`config.mk`:
```
export PLATFORM = sky130hd
export DESIGN_NAME = dla_ctrl
export DESIGN_NICKNAME = d
export VERILOG_FILES = /design/src/dla_pkg.sv /design/src/dla_ctrl.sv
export SDC_FILE = /design/constraint.sdc
export NUM_CORES = 1
export LEC_CHECK = 0
export BUFFER_PORTS_ARGS = -buffer_cell sky130_fd_sc_hd__buf_2
export CAP_MARGIN = 10
export CORE_ASPECT_RATIO = 0.8
export CORE_MARGIN = 2
export CORE_UTILIZATION = 51
export DETAILED_ROUTE_END_ITERATION = 12
export MAX_ROUTING_LAYER = met4
export PLACE_DENSITY = 0.89
export SLEW_MARGIN = 5
export SYNTH_ARGS = -nofsm -noshare
export SYNTH_HDL_FRONTEND = slang
export SYNTH_SLANG_ARGS = --single-unit
```
`constraint.sdc`:
```
create_clock -name clk -period 6.3 [get_ports clk]
set_input_delay 1.89 -clock clk [delete_from_list [all_inputs] [get_ports clk]]
set_output_delay 1.89 -clock clk [all_outputs]
set_load 0.05 [all_outputs]
```
`src/dla_pkg.sv`:
```
package dla_pkg;

	localparam int MAX_LEASES = 64;
	localparam int CNT_W      = $clog2(MAX_LEASES + 1);
	localparam int IDX_W      = (MAX_LEASES > 1) ? $clog2(MAX_LEASES) : 1;
	localparam int CFG_IDX_W  = 2;
	localparam int CFG_DATA_W = 32;

	localparam logic [7:0] MSG_DISCOVER = 8'd1;
	localparam logic [7:0] MSG_REQUEST  = 8'd3;

	localparam logic [1:0] KIND_NONE  = 2'd0;
	localparam logic [1:0] KIND_OFFER = 2'd1;
	localparam logic [1:0] KIND_ACK   = 2'd2;

	localparam logic [CFG_IDX_W-1:0] REG_POOL_START = 2'd0;
	localparam logic [CFG_IDX_W-1:0] REG_POOL_END   = 2'd1;

	typedef struct packed {
		logic [7:0]  msg_type;
		logic [47:0] client_mac;
		logic [31:0] transaction_id;
	} req_t;

	typedef struct packed {
		logic [1:0]  reply_kind;
		logic [31:0] client_ip;
		logic [31:0] reply_xid;
		logic [47:0] reply_mac;
	} rsp_t;

	typedef struct packed {
		logic [47:0] mac;
		logic [31:0] ip;
	} lease_t;

	localparam int LEASE_W = $bits(lease_t);

	typedef struct packed {
		logic [31:0] first;
		logic [31:0] last;
	} pool_cfg_t;

	typedef struct packed {
		logic             we;
		logic [IDX_W-1:0] waddr;
		lease_t           wdata;
		logic [IDX_W-1:0] raddr;
	} ram_cmd_t;

	typedef enum logic [2:0] {
		ST_IDLE,
		ST_SCAN,
		ST_DRAIN,
		ST_DECIDE,
		ST_DONE
	} st_t;

endpackage

```
`src/dla_ctrl.sv`:
```
module dla_ctrl (
	input  logic                clk,
	input  logic                arst_n,
	input  dla_pkg::req_t       req,
	input  logic                req_valid,
	output logic                req_stall,
	input  dla_pkg::pool_cfg_t  pool,
	output dla_pkg::ram_cmd_t   ram_cmd,
	input  dla_pkg::lease_t     ram_rdata,
	output dla_pkg::rsp_t       res,
	output logic                res_valid,
	input  logic                res_take
);
	import dla_pkg::*;

	st_t              state_q, state_d;
	req_t             req_q;
	logic [CNT_W-1:0] idx_q;
	logic             rd_vld_s1;
	logic             found_q;
	logic [31:0]      hit_ip_q;
	logic [CNT_W-1:0] count_q;
	logic [32:0]      next_q;
	logic             loaded_q;
	rsp_t             res_q;

	logic        accept;
	logic        skip_scan;
	logic        last_idx;
	logic        is_disc, is_req;
	logic [32:0] base;
	logic        room, fits, load_ptr, alloc;
	rsp_t        res_d;

	assign accept    = req_valid && !req_stall;
	assign skip_scan = (count_q == '0) ||
		((req.msg_type != MSG_DISCOVER) && (req.msg_type != MSG_REQUEST));
	assign last_idx  = (idx_q == count_q - CNT_W'(1));

	assign is_disc  = (req_q.msg_type == MSG_DISCOVER);
	assign is_req   = (req_q.msg_type == MSG_REQUEST);
	assign base     = loaded_q ? next_q : {1'b0, pool.first};
	assign room     = (count_q < CNT_W'(MAX_LEASES));
	assign fits     = (base <= {1'b0, pool.last});
	assign load_ptr = is_disc && !found_q && room;
	assign alloc    = load_ptr && fits;

	always_comb begin
		res_d = '0;
		if (is_disc && found_q) begin
			res_d.reply_kind = KIND_OFFER;
			res_d.client_ip  = hit_ip_q;
		end else if (alloc) begin
			res_d.reply_kind = KIND_OFFER;
			res_d.client_ip  = base[31:0];
		end else if (is_req && found_q) begin
			res_d.reply_kind = KIND_ACK;
			res_d.client_ip  = hit_ip_q;
		end
		if (res_d.reply_kind != KIND_NONE) begin
			res_d.reply_xid = req_q.transaction_id;
			res_d.reply_mac = req_q.client_mac;
		end
	end

	// next state
	always_comb begin
		state_d = state_q;
		unique case (state_q)
			ST_IDLE: begin
				if (accept) begin
					state_d = skip_scan ? ST_DECIDE : ST_SCAN;
				end
			end
			ST_SCAN: begin
				if (last_idx) begin
					state_d = ST_DRAIN;
				end
			end
			ST_DRAIN:  state_d = ST_DECIDE;
			ST_DECIDE: state_d = ST_DONE;
			ST_DONE: begin
				if (res_take) begin
					state_d = ST_IDLE;
				end
			end
			default:   state_d = ST_IDLE;
		endcase
	end

	// outputs
	always_comb begin
		req_stall     = 1'b1;
		res_valid     = 1'b0;
		ram_cmd.we    = 1'b0;
		ram_cmd.waddr = count_q[IDX_W-1:0];
		ram_cmd.wdata = '{mac: req_q.client_mac, ip: base[31:0]};
		ram_cmd.raddr = idx_q[IDX_W-1:0];
		unique case (state_q)
			ST_IDLE:   req_stall  = 1'b0;
			ST_SCAN:   ;
			ST_DRAIN:  ;
			ST_DECIDE: ram_cmd.we = alloc;
			ST_DONE:   res_valid  = 1'b1;
			default:   ;
		endcase
	end

	assign res = res_q;

	always_ff @(posedge clk or negedge arst_n) begin
		if (!arst_n) begin
			state_q   <= ST_IDLE;
			rd_vld_s1 <= 1'b0;
			count_q   <= '0;
			next_q    <= '0;
			loaded_q  <= 1'b0;
			found_q   <= 1'b0;
		end else begin
			state_q   <= state_d;
			rd_vld_s1 <= (state_q == ST_SCAN);
			if (accept) begin
				found_q <= 1'b0;
			end else if (rd_vld_s1 && !found_q && (ram_rdata.mac == req_q.client_mac)) begin
				found_q <= 1'b1;
			end
			if (state_q == ST_DECIDE && load_ptr) begin
				loaded_q <= 1'b1;
				next_q   <= alloc ? base + 33'd1 : base;
				if (alloc) begin
					count_q <= count_q + CNT_W'(1);
				end
			end
		end
	end

	always_ff @(posedge clk) begin
		if (accept) begin
			req_q <= req;
			idx_q <= '0;
		end else if (state_q == ST_SCAN) begin
			idx_q <= idx_q + CNT_W'(1);
		end
		if (rd_vld_s1 && !found_q) begin
			hit_ip_q <= ram_rdata.ip;
		end
		if (state_q == ST_DECIDE) begin
			res_q <= res_d;
		end
	end

	a_count_bound: assert property (@(posedge clk) disable iff (!arst_n)
		count_q <= CNT_W'(MAX_LEASES))
		else $error("lease count past table size");

	a_write_ctx: assert property (@(posedge clk) disable iff (!arst_n)
		ram_cmd.we |-> (state_q == ST_DECIDE) && room && !found_q)
		else $error("table write outside allocation");

	a_ptr_up: assert property (@(posedge clk) disable iff (!arst_n)
		loaded_q && $past(loaded_q) |-> next_q >= $past(next_q))
		else $error("address pointer moved down");

	a_read_flight: assert property (@(posedge clk) disable iff (!arst_n)
		rd_vld_s1 |-> (state_q == ST_SCAN) || (state_q == ST_DRAIN))
		else $error("table read in flight outside scan");

	a_count_step: assert property (@(posedge clk) disable iff (!arst_n)
		(state_q != ST_DECIDE) |=> count_q == $past(count_q))
		else $error("lease count changed outside decision");

endmodule

```
==> metrics.md <==
| Metric | Value |
|---|---|
| Final clock period utilization by the worst path | 97.8% |
| Leakage | 7.17 nW |
| Sw Pwr | 2.63 mW |
| Final Hold Fails | 0 |
| Syn Nets | 1360 |
| Largest stage delay on the critical path | 0.41 ns |
| Global route overflow | 0 |
| Post-synth EDFFs | 234 |
| Post-DP HPWL | 28700 microns |
| DR vias | 10754 |
| Core ar. | 26200 sq um |
| DRC viols | 0 |
| Largest net degree at the start of global routing | 81 |
| Sw Ratio | 39.0% |
| Final non-filler cell area | 17000 sq um |
| Hold Path Class | flop to flop |
| Initial antenna violation count | 6 |
| Crit-path cells | buf_2 > mux2i_2 > inv_1 > ha_1 > nand4_1 > a211oi_2 > a2111oi_4 > buf_4 > o211ai_1 > o21ai_2 > nand2_1 > clkinvlp_4 > buf_4 |
| Peak supply drop | 0.267 mV |
| Post-synth top flop | edfxtp_1 |
| All-layer global routing usage | 27.9% |
| Clock transition at path regs | 0.06 ns |
| CTS H-tree depth | 1 |
| Clk_lat worst skew | 0.54 ns |
| Non-Filler Instances | 1884 |
| Pre-antenna DRT Iters | 5 |
| Commonest non-fill, non-tap cell in the layout | buf_2 |
| # IOs | 445 |
| Ys async rst share | 16.0% |
| Most frequent CP cell | buf_4 |
| Critical Path RT | 4.41 ns |
| Final Max Tran Viols | 0 |
| Worst Reg-to-Reg Cells | 11 |
| Setup-failing EPs final | 0 |
| CTS tree | yes |
| Synthesized flop and latch total | 287 |
| Power per standard cell area | 397 nW/um^2 |
| Vias/cell | 5.71 |
| RSZ-0062 raised after global routing | no |
| Gate count of the mapped netlist | 1087 |
| Filler cells | 1942 |
| Number of I/O port buffers | 444 |
| First-pass GRT wire length | 57100 microns |
| Clk sinks | 287 |
| Initial Util | 51.6% |
| Post-placement cell count | 1825 |
| Most frequent cells in the layout | buf_2 (443), edfxtp_1 (234), and2_1 (85) |
| Final hold slack | 0.487 ns |
| CTS Buf Count | 29 |
| Syn avg cell area | 12.4 sq um |
| CP max stage cell | a2111oi_4 |
| P_int | 4.11 mW |
| Arrival time worst endpoint | 4.27 ns |
| Proportion of layout cells with a drive suffix above 1 | 36.8% |
| Achievable Freq | 162 MHz |
| Clock power frac | 26.6% |
| Status | finished clean |
| Worst-Margin Slew | 1.14 ns |
| Detail Route Antenna Nets | 0 |
| Final #Nets | 1773 |
| WL final | 39600 microns |
| Clock tree buffer depth | 3 |
| Critical setup path kind | input port to primary output |
| Max Clock Skew | 0.0151 ns |
| Slew headroom | 23.9% |
| Post-synthesis cell type count | 67 |
| Gate power share | 32.2% |
| Syn. warnings | 0 |
| Reg power frac | 41.2% |
| Avg WL per Cell | 21.0 microns |
| Synthesized area | 13500 sq um |
| Final GP Congestion | 0.979 |
| CTS hold repair buffers | 0 |
| Die footprint | 27800 sq um |
| DRT iter0 DRCs | 950 |
| Synth-to-Final Area Change | 25.5% |
| Crit path capture type | primary output |
| Vias in the first global route | 10273 |
| Startpoint types | input port |
| Hold depth | 2 |
| # rows | 53 |
| CP Max Fanout | 4 |
| Max cap viols | 0 |
| Placed cell area | 15900 sq um |
| Die Ht | 150 microns |
| Buffer count from post-CTS setup fixing | 0 |
| Crit path time final | 6.16 ns |
| DIE WIDTH | 186 microns |
| Root buffer cell | clkbuf_16 |
| Sequential element share of the synthesized area | 61.5% |
## sequential cells by signal, indices dropped and copies added, names as in the netlist
signal and flops:
next_q 33, req_q 40, idx_q 7, rd_vld_s1 1
loaded_q 1, hit_ip_q 32, res 114, found_q 1
state_q 3, ram_cmd 48, count_q 7
## path summary, 6_finish.rpt
kind / start / end / slack [ns]
hold reg to reg: next_q[28] / next_q[28] / 0.49
setup reg to reg: loaded_q / res[110] / 1.77
setup / recovery: pool[40] / ram_cmd[92] / 0.14
min in group asynchronous: arst_n / next_q[19] / 1.31
max in group asynchronous: arst_n / loaded_q / 4.42
hold / removal: next_q[28] / next_q[28] / 0.49
## cell families after synthesis
group                    Yosys count  share of synthesized area, %
AND/OR/NAND/NOR                  352                          14.2
flip-flops                       287                          61.5
buffers and inverters            159                          6.26
AO/OA/AOI/OAI                    149                          7.55
XOR/XNOR                          67                          4.34
adder cells (fa/ha/maj)           37                          3.42
multiplexers                      36                          2.77
## synth_stat cells, types with 3 or more instances
library cell | count | area share (%)
a211oi_1 | 3 | 0.17
a21o_1 | 6 | 0.33
a21oi_1 | 24 | 0.89
a22o_1 | 10 | 0.65
a31oi_1 | 12 | 0.55
and2_1 | 85 | 3.9
and3_1 | 11 | 0.51
and4_1 | 7 | 0.45
buf_4 | 60 | 3.3
buf_6 | 3 | 0.25
clkbuf_1 | 30 | 0.83
dfrtp_1 | 46 | 8.5
dfxtp_1 | 7 | 1.0
edfxtp_1 | 234 | 52
ha_1 | 37 | 3.4
inv_1 | 62 | 1.7
mux2_2 | 9 | 0.75
mux2i_1 | 26 | 1.9
nand2_1 | 85 | 2.4
nand2b_1 | 3 | 0.14
nand3_1 | 36 | 1.3
nand3b_1 | 7 | 0.39
nand4_1 | 21 | 0.97
nand4b_1 | 5 | 0.32
nor2_1 | 33 | 0.92
nor3_1 | 19 | 0.70
nor4_1 | 20 | 0.92
o21ai_0 | 36 | 1.3
o311ai_0 | 3 | 0.19
o31a_1 | 7 | 0.45
o31ai_1 | 22 | 1.2
or3_1 | 5 | 0.23
xnor2_1 | 39 | 2.5
xor2_1 | 28 | 1.8
## metal layers
layer	routed length, microns	up-vias	global-route usage [%]	share of wire [%]
li1	-	4752	-	-
met1	15800	5179	37.0	40
met2	18300	703	42.6	46
met3	3870	120	5.67	9.8
met4	1630	0	10.3	4.1
met5	0	-	-	0
## worst max-delay path: cells and delay by family
kind                       cells  cell delay (ns)
adders and majority gates      1             0.34
muxes                          1             0.20
buffers and inverters          5             0.74
AOI/OAI and AO/OA              4             0.78
and+or+nand+nor                2             0.30
## area by class of cell
| type | instances | area [sq um] | share of cell area, % |
|---|---|---|---|
| Sequential cell | 287 | 8320 | 49.0 |
| Timing Repair Buffer | 479 | 2520 | 14.9 |
| Inverter | 62 | 239 | 1.41 |
| Tap cell | 357 | 447 | 2.63 |
| Clock buffer | 38 | 811 | 4.78 |
| Antenna cell | 6 | 15.0 | 0.0885 |
| Clock inverter | 14 | 175 | 1.03 |
| Multi-Input combinational cell | 641 | 4440 | 26.2 |
## per-stage QoR
step           setup TNS (ns)  total power [mW]  worst slack, ns  util, %
6_report                    0              6.74            0.136     64.8
2_1_floorplan         -0.0610              4.40          -0.0610        -
4_1_cts                     0              6.74           0.0489     64.6
5_1_grt                     0              6.97           0.0309     64.8
3_5_place_dp           -0.292              4.95           -0.292     60.8
3_3_place_gp           -0.297              4.90           -0.297     60.8
## timing repair
action	in CTS	in global routing
gates resized for setup	3	5
pin swaps	0	2
setup endpoints to repair	1	1
gates cloned	0	0
## power groups by stage
stage               Clock (mW)  Sequential, mW  Combinational (mW)
floorplan                    0            3.43               0.969
global placement             0            2.79                2.11
detailed placement           0            2.81                2.15
CTS                       1.81            2.77                2.16
global route              1.88            2.82                2.28
finish                    1.79            2.78                2.17
Power figures use the tool's default switching activity.
