===== src/dla_ram.sv =====
module dla_ram #(
	parameter int WIDTH = 8,
	parameter int DEPTH = 16,
	localparam int AW = (DEPTH > 1) ? $clog2(DEPTH) : 1
) (
	input  logic             clk,
	input  logic             we,
	input  logic [AW-1:0]    waddr,
	input  logic [WIDTH-1:0] wdata,
	input  logic [AW-1:0]    raddr,
	output logic [WIDTH-1:0] rdata
);

	logic [WIDTH-1:0] mem_q [DEPTH];

	always_ff @(posedge clk) begin
		if (we) begin
			mem_q[waddr] <= wdata;
		end
		rdata <= mem_q[raddr];
	end

endmodule


===== config.mk =====
export PLATFORM = sky130hd
export DESIGN_NAME = dla_ram
export DESIGN_NICKNAME = d
export VERILOG_FILES = /design/src/dla_ram.sv
export SDC_FILE = /design/constraint.sdc
export NUM_CORES = 1
export LEC_CHECK = 0
export BUFFER_PORTS_ARGS = -buffer_cell sky130_fd_sc_hd__clkbuf_2
export CORE_UTILIZATION = 25
export CTS_BUF_LIST = sky130_fd_sc_hd__clkbuf_4 sky130_fd_sc_hd__clkbuf_8 sky130_fd_sc_hd__clkbuf_16
export DETAILED_ROUTE_END_ITERATION = 10
export GPL_TIMING_DRIVEN = 1
export HOLD_SLACK_MARGIN = 0.08
export PLACE_DENSITY = 0.47
export SYNTH_ARGS = -nofsm -noshare
export SYNTH_HDL_FRONTEND = slang
export SYNTH_SLANG_ARGS = --single-unit

===== constraint.sdc =====
create_clock -name clk -period 2.7 [get_ports clk]
set_clock_uncertainty 0.2 [all_clocks]
set_input_delay 0.405 -clock clk [delete_from_list [all_inputs] [get_ports clk]]
set_output_delay 0.405 -clock clk [all_outputs]
set_load 0.03 [all_outputs]

==> summary.txt, run 1 <==
Placed design
  • Placement Cell Area: around 5700 um2
  • GPL Wtd Cong: 0.673
  • Port bufs: 25
  • Number of placed instances with taps included: about 530
  • DPL Wire Length: roughly 6600 um

Finish
  • Area overhead of the layout relative to synthesis: 22.1%
  • Fraction of final layout cells with drive strength greater than 1: approximately a third
  • Final core occ: ~31%
  • Design area: 6290 um2
  • Most common library cell in the layout ignoring fill and taps: sky130_fd_sc_hd__edfxtp_1
  • Final Instance Count excl. Fillers: approximately 570
  • Antenna diodes: 0
  • Net count reported at finish: 300
  • Leading cell types in the layout, fill and taps excluded: 128 x sky130_fd_sc_hd__edfxtp_1, 25 x sky130_fd_sc_hd__clkbuf_2, 18 x sky130_fd_sc_hd__mux4_2

Timing
  • Shortest period the worst path allows: 1.67 ns
  • Highest attainable clock frequency: ~600 MHz
  • Slew at the pin with the worst max-slew slack: approximately 0.77 ns
  • Period utilization: around 62%
  • Endpoints failing hold: 0
  • Total Neg Setup Slack: 0 ns
  • Setup violators final: 0
  • Unrepaired setup endpoints after global routing: false
  • Total count of max-transition violations in the final report: 0
  • Worst slew margin relative to its limit: about half

Worst setup path
  • Worst R2R Path Depth: 3
  • Critical Path AT: 1.07 ns
  • Setup slack of the worst register-to-register path: 1.19 ns
  • Highest fanout seen on the critical path: 1
  • Stage delay of the slowest cell on the critical path: 0.41 ns
  • FF-to-FF End: rdata[1]$_DFF_P_
  • CP cell instances: clkbuf_2
  • Crit path max-delay family: flip-flops
  • Endpoint kind of the worst setup timing path: primary output
  • Path length in cells of the critical path: 1
  • Worst Path Class, Setup: flip-flop to primary output
  • Required time of the critical path: roughly 2.1 ns
  • Crit path capture: rdata[4]
  • Crit. Startpoint: rdata[4]$_DFF_P_
  • Startpoint of the worst register-to-register path: mem_q[1][1]$_DFFE_PP_
  • Worst Path Buf+Inv: 1
  • Startpoint kind of the worst setup timing path: flip-flop
  • Cell with the biggest individual delay on the critical path: sky130_fd_sc_hd__dfxtp_1

Clock network
  • Clock tree from TritonCTS: done
  • Number of instances resized during post-cts repair: 0
  • Post-CTS repair timing setup buffer count: 0
  • H-tree depth: 4
  • Root buffer cell: sky130_fd_sc_hd__clkbuf_16
  • TritonCTS Buffers: 17
  • Number of hold-repair buffers added at the cts stage: 0
  • Clk Latency, worst-skew pair: ~0.41 ns
  • Clock-pin transition on the worst setup and hold timing paths: around 0.050 ns
  • Sinks on the clock net: about 140
  • Number of buffers on the longest clock path: 2

Global routing
  • Overall track demand over capacity in global routing: 10.6%
  • Number of global-route vias before repair: ~2600
  • First-pass GRT wire length: ~16000 um
  • GRT overflow: 0
  • Pin count of the biggest net entering global routing: 33
  • Initial antenna violation count: 0

Logic synthesis
  • Leading cell types by total area after synthesis: sky130_fd_sc_hd__edfxtp_1 75%, sky130_fd_sc_hd__mux4_2 7.9%, sky130_fd_sc_hd__mux4_1 7.1%, sky130_fd_sc_hd__dfxtp_1 3.1%, sky130_fd_sc_hd__a22oi_1 2.3%
  • Unique cell type count in the Yosys netlist: 19
  • Area leader, netlist: sky130_fd_sc_hd__edfxtp_1
  • Area fraction of the dominant cell type after synthesis: between 70% and 80%
  • Nets in the synthesized netlist: about 250
  • Post-synthesis average cell area: around 22 um2
  • Sequential area share after synthesis: between 70% and 80%
  • Netlist Area Pre-Place: a little over 5000 um2
  • Ys Warns: 0
  • Instance count of the mapped netlist: 229
  • Number of storage elements in the synthesis netlist: around 140

Drt
  • Detailed Route Iter0 Violations: roughly 180
  • DR pass1 iterations: 4
  • Overall via count from detail_route: approximately 2400
  • DRC: 0
  • Antenna Violating Nets Remaining: 0
  • Final WL: around 10000 um
  • Drt wl/cell: about 18 um
  • DR vias/cell: 4.19

Power
  • Switching power: between 0.9 and 1 mW
  • Power density cells: around 780 nW/um2
  • Worst IR drop on VDD: between 0.4 and 0.5 mV
  • Switching portion of total power: 20.1%
  • Leak Pwr: between 2 and 2.5 nW
  • Part of the power in registers: 48.5%
  • Part of the total power dissipated in the clock network: between 40% and 50%
  • Cell internal pwr: 3.92 mW
  • Logic pwr share: under 10%

Status
  • Result of the run: complete, no violations

Floorplanning
  • Die outline area: about 21000 um2
  • Number of rows in the core area: 52
  • Chip Height: about 150 um
  • Initial Utilization: 25.4%
  • Core Region: between 20000 and 25000 um2
  • Die Span X: 145 um
  • I/O pins: 26

Hold path
  • Tightest Hold Check Type: input port to flip-flop

Flow run
  • Max-capacitance violation count: 0
==> worst min-delay path by stage <==
| stage | slack [ns] | to | cells past startpoint | start |
|---|---|---|---|---|
| finish | 0.21 | mem_q[12][5]$_DFFE_PP_ | 1 | wdata[5] |
| global route | 0.23 | mem_q[10][2]$_DFFE_PP_ | 1 | wdata[2] |
| CTS | 0.21 | mem_q[3][2]$_DFFE_PP_ | 1 | wdata[2] |
| detailed placement | 0.47 | rdata[2]$_DFF_P_ | 3 | mem_q[12][2]$_DFFE_PP_ |
| global placement | 0.46 | rdata[5]$_DFF_P_ | 3 | mem_q[8][5]$_DFFE_PP_ |
| floorplan | 0.30 | mem_q[0][0]$_DFFE_PP_ | 0 | wdata[0] |
==> power groups by stage <==
stage | logic [mW] | clock network (mW) | registers [mW]
after floorplan | 0.120 | 0 | 2.44
after global placement | 0.248 | 0 | 2.42
after detailed placement | 0.250 | 0 | 2.42
after CTS | 0.251 | 2.33 | 2.38
after global routing | 0.265 | 2.42 | 2.38
final | 0.241 | 2.28 | 2.38
==> metal layers <==
layer	vias up	part of all wire [%]	global-route usage [%]
met5	-	0	0
met4	0	0.86	3.47
met3	7	5.8	4.01
met2	60	46	16.2
met1	1223	47	13.9
li1	1078	-	-
==> synthesized netlist by cell type <==
library cell,count
sky130_fd_sc_hd__a22oi_1,16
sky130_fd_sc_hd__and2_1,1
sky130_fd_sc_hd__and2b_1,1
sky130_fd_sc_hd__buf_2,3
sky130_fd_sc_hd__buf_4,1
sky130_fd_sc_hd__buf_6,3
sky130_fd_sc_hd__clkdlybuf4s25_2,3
sky130_fd_sc_hd__dfxtp_1,8
sky130_fd_sc_hd__edfxtp_1,128
sky130_fd_sc_hd__mux4_1,14
sky130_fd_sc_hd__mux4_2,18
sky130_fd_sc_hd__nand2_1,9
sky130_fd_sc_hd__nand2b_1,2
sky130_fd_sc_hd__nand3_1,1
sky130_fd_sc_hd__nand3b_1,2
sky130_fd_sc_hd__nor2_1,13
sky130_fd_sc_hd__nor2b_1,1
sky130_fd_sc_hd__nor3_1,4
sky130_fd_sc_hd__or3b_2,1
==> metrics by stage <==
| stage | power [mW] | hold WS [ns] | worst slack (ns) |
|---|---|---|---|
| after floorplan | 2.56 | 0.304 | 0.602 |
| after global placement | 2.67 | 0.461 | 0.612 |
| after detailed placement | 2.67 | 0.468 | 0.621 |
| after CTS | 4.96 | 0.210 | 1.00 |
| after global routing | 5.07 | 0.234 | 0.990 |
| final | 4.90 | 0.214 | 1.03 |
==> layout make-up <==
| class | instances | area (um2) |
|---|---|---|
| sequential | 136 | 4000 |
| fill | 1948 | 13900 |
| timing repair buffer | 44 | 293 |
| tap | 270 | 338 |
| clock buffer | 18 | 439 |
| multi-input combinational | 83 | 1060 |
| clock inverter | 14 | 156 |
==> logic make-up (layout without fill, tap and decap cells) <==
group           count (synthesis)  count (layout)  share of synthesized area, %
buf+inv                        10              76                          1.68
mux                            32              32                          15.0
flops                         136             136                          77.8
compound gates                 16              16                          2.33
simple gates                   35              35                          3.18
==> sequential cells by signal, indices dropped and copies added, names as in the netlist <==
name / cells
rdata: 8
mem_q: 128
(Power assumes the default switching activity.)
==> run 2, diff against run 1 <==
==> constraint.sdc (replaced) <==
create_clock -name clk -period 1.54 [get_ports clk]
set_clock_uncertainty 0.2 [all_clocks]
set_input_delay 0.231 -clock clk [delete_from_list [all_inputs] [get_ports clk]]
set_output_delay 0.231 -clock clk [all_outputs]
set_load 0.03 [all_outputs]
==> summary.txt, run 2 (synthesis gave the netlist of run 1 again) <==
Worst setup path
  • Startpoint of the worst register-to-register path: mem_q[3][7]$_DFFE_PP_
  • Highest fanout seen on the critical path: 1
  • Endpoint kind of the worst setup timing path: flip-flop
  • Worst R2R Path Depth: 4
  • FF-to-FF End: rdata[7]$_DFF_P_
  • Worst Path Class, Setup: flip-flop to flip-flop
  • Critical Path AT: 1.60 ns
  • Setup slack of the worst register-to-register path: roughly 0.032 ns
  • Startpoint kind of the worst setup timing path: flip-flop
  • Required time of the critical path: about 1.6 ns

Global routing
  • First-pass GRT wire length: approximately 17000 um
  • Pin count of the biggest net entering global routing: 20
  • Number of global-route vias before repair: 2758
  • Overall track demand over capacity in global routing: a little under an eighth
  • GRT overflow: 0
  • Initial antenna violation count: 0

Timing
  • Worst slew margin relative to its limit: about two fifths
  • Total count of max-transition violations in the final report: 0
  • Shortest period the worst path allows: 1.51 ns
  • Post-layout worst setup margin: between 0.03 and 0.04 ns
  • Unrepaired setup endpoints after global routing: true
  • Slew at the pin with the worst max-slew slack: roughly 0.91 ns
  • Highest attainable clock frequency: approximately 660 MHz
  • Period utilization: ~98%
  • Endpoints failing hold: 0
  • Setup violators final: 0
  • Min Hold Slack: approximately 0.18 ns

Floorplanning
  • Die Span X: 145 um
  • Chip Height: approximately 150 um
  • Die outline area: approximately 21000 um2
  • Core Region: around 20000 um2
  • I/O pins: 26
  • Number of rows in the core area: 52
  • Initial Utilization: about a quarter

Power
  • Leak Pwr: 2.30 nW
  • Worst IR drop on VDD: 0.683 mV
  • Power density cells: between 1000 and 1500 nW/um2

Clock network
  • Clock tree from TritonCTS: done
  • TritonCTS Buffers: 17
  • H-tree depth: 4
  • Clock-pin transition on the worst setup and hold timing paths: 0.06 ns
  • Number of buffers on the longest clock path: 2
  • Root buffer cell: sky130_fd_sc_hd__clkbuf_16
  • Clk Latency, worst-skew pair: just over 0.4 ns
  • Sinks on the clock net: 136

Hold path
  • Source of the worst hold timing path: waddr[0]
  • Tightest Hold Check Type: input port to flip-flop
  • Worst Hold Endpoint: mem_q[0][2]$_DFFE_PP_
  • Cells on Worst Hold Path: 3

Drt
  • Overall via count from detail_route: 2522
  • DR pass1 iterations: 4
  • Detailed Route Iter0 Violations: 207
  • Final WL: 10900 um
  • DRC: 0
  • Antenna Violating Nets Remaining: 0
  • Drt wl/cell: 18.3 um
  • DR vias/cell: between 4 and 5

Finish
  • Fraction of final layout cells with drive strength greater than 1: between 40% and 50%
  • Area overhead of the layout relative to synthesis: 31.0%
  • Largest register by flop count: mem_q
  • Final Instance Count excl. Fillers: 597
  • Antenna diodes: 0
  • Max FFs per register: ~130
  • Largest regs: mem_q: 128 flops, rdata: 8 flops
  • Net count reported at finish: between 300 and 400
  • Leading cell types in the layout, fill and taps excluded: 128 x sky130_fd_sc_hd__edfxtp_1, 35 x sky130_fd_sc_hd__buf_4, 25 x sky130_fd_sc_hd__clkbuf_2
  • Most common library cell in the layout ignoring fill and taps: sky130_fd_sc_hd__edfxtp_1

Placed design
  • Port bufs: 25
  • Pre-CTS worst setup slack: -0.391 ns
  • GPL Wtd Cong: 0.696
  • Number of placed instances with taps included: about 560
  • DPL Wire Length: about 7400 um

Status
  • Result of the run: complete, no violations

Flow run
  • Max-capacitance violation count: 0
-- run 2: changes by cell type in the layout (fill, tap and decap cells not counted), sizes merged --
cell,change
buf,+25
dlygate4sd3,+8
clkinvlp,-3
bufinv,+2
-- run 2: area by class of cell --
type,count,area (um2)
fill,1888,13500
clock inverter,13,204
clock buffer,18,433
sequential,136,4000
timing repair buffer,77,648
tap,270,338
multi-input combinational,83,1120
-- run 2: worst max-delay path by stage --
| stage | cells past startpoint | endpoint | start |
|---|---|---|---|
| 2_1_floorplan | 5 | rdata[1]$_DFF_P_ | raddr[0] |
| 6_report | 4 | rdata[7]$_DFF_P_ | mem_q[3][7]$_DFFE_PP_ |
| 5_1_grt | 4 | rdata[7]$_DFF_P_ | mem_q[3][7]$_DFFE_PP_ |
| 3_5_place_dp | 5 | rdata[0]$_DFF_P_ | raddr[0] |
| 3_3_place_gp | 5 | rdata[0]$_DFF_P_ | raddr[0] |
| 4_1_cts | 3 | rdata[2]$_DFF_P_ | mem_q[1][2]$_DFFE_PP_ |
-- run 2: layer usage --
layer  part of all wire [%]  track usage, %  up-vias
li1                       -               -     1153
met1                     45            14.1     1303
met2                     50            18.2       47
met3                    3.8            3.04       19
met4                    2.0            5.21        0
met5                      0               0        -
-- run 2: repair_timing --
action	4_1_cts	5_1_grt
hold buffers	8	0
endpoints found under the setup margin	5	7
pin swaps	2	4
hold endpoints to repair	120	0
buffers inserted	0	0
resized for setup	5	7
-- run 2: power by group --
group	internal [mW]	switching [mW]
sequential	4.14	0.0262
combinational	0.233	0.291
clock	2.87	1.47
total	7.25	1.79
-- run 2: worst max-delay path, stage by stage, from the launching register on --
cell and delay [ns]:
sky130_fd_sc_hd__edfxtp_1 0.36, sky130_fd_sc_hd__mux4_2 0.48, sky130_fd_sc_hd__a22oi_2 0.16, sky130_fd_sc_hd__buf_4 0.15, sky130_fd_sc_hd__nand2_2 0.04
-- run 2: per-stage QoR --
step                      instance area (um2)  power [mW]  setup TNS, ns  utilization (%)
after floorplan                          5190        4.50         -0.181                -
after global placement                   6000        4.74          -8.50             29.7
after detailed placement                 6000        4.75          -7.69             29.7
after CTS                                6750        9.15              0             33.3
after global routing                     6740        9.34        -0.0780             33.3
final                                    6740        9.03              0             33.3
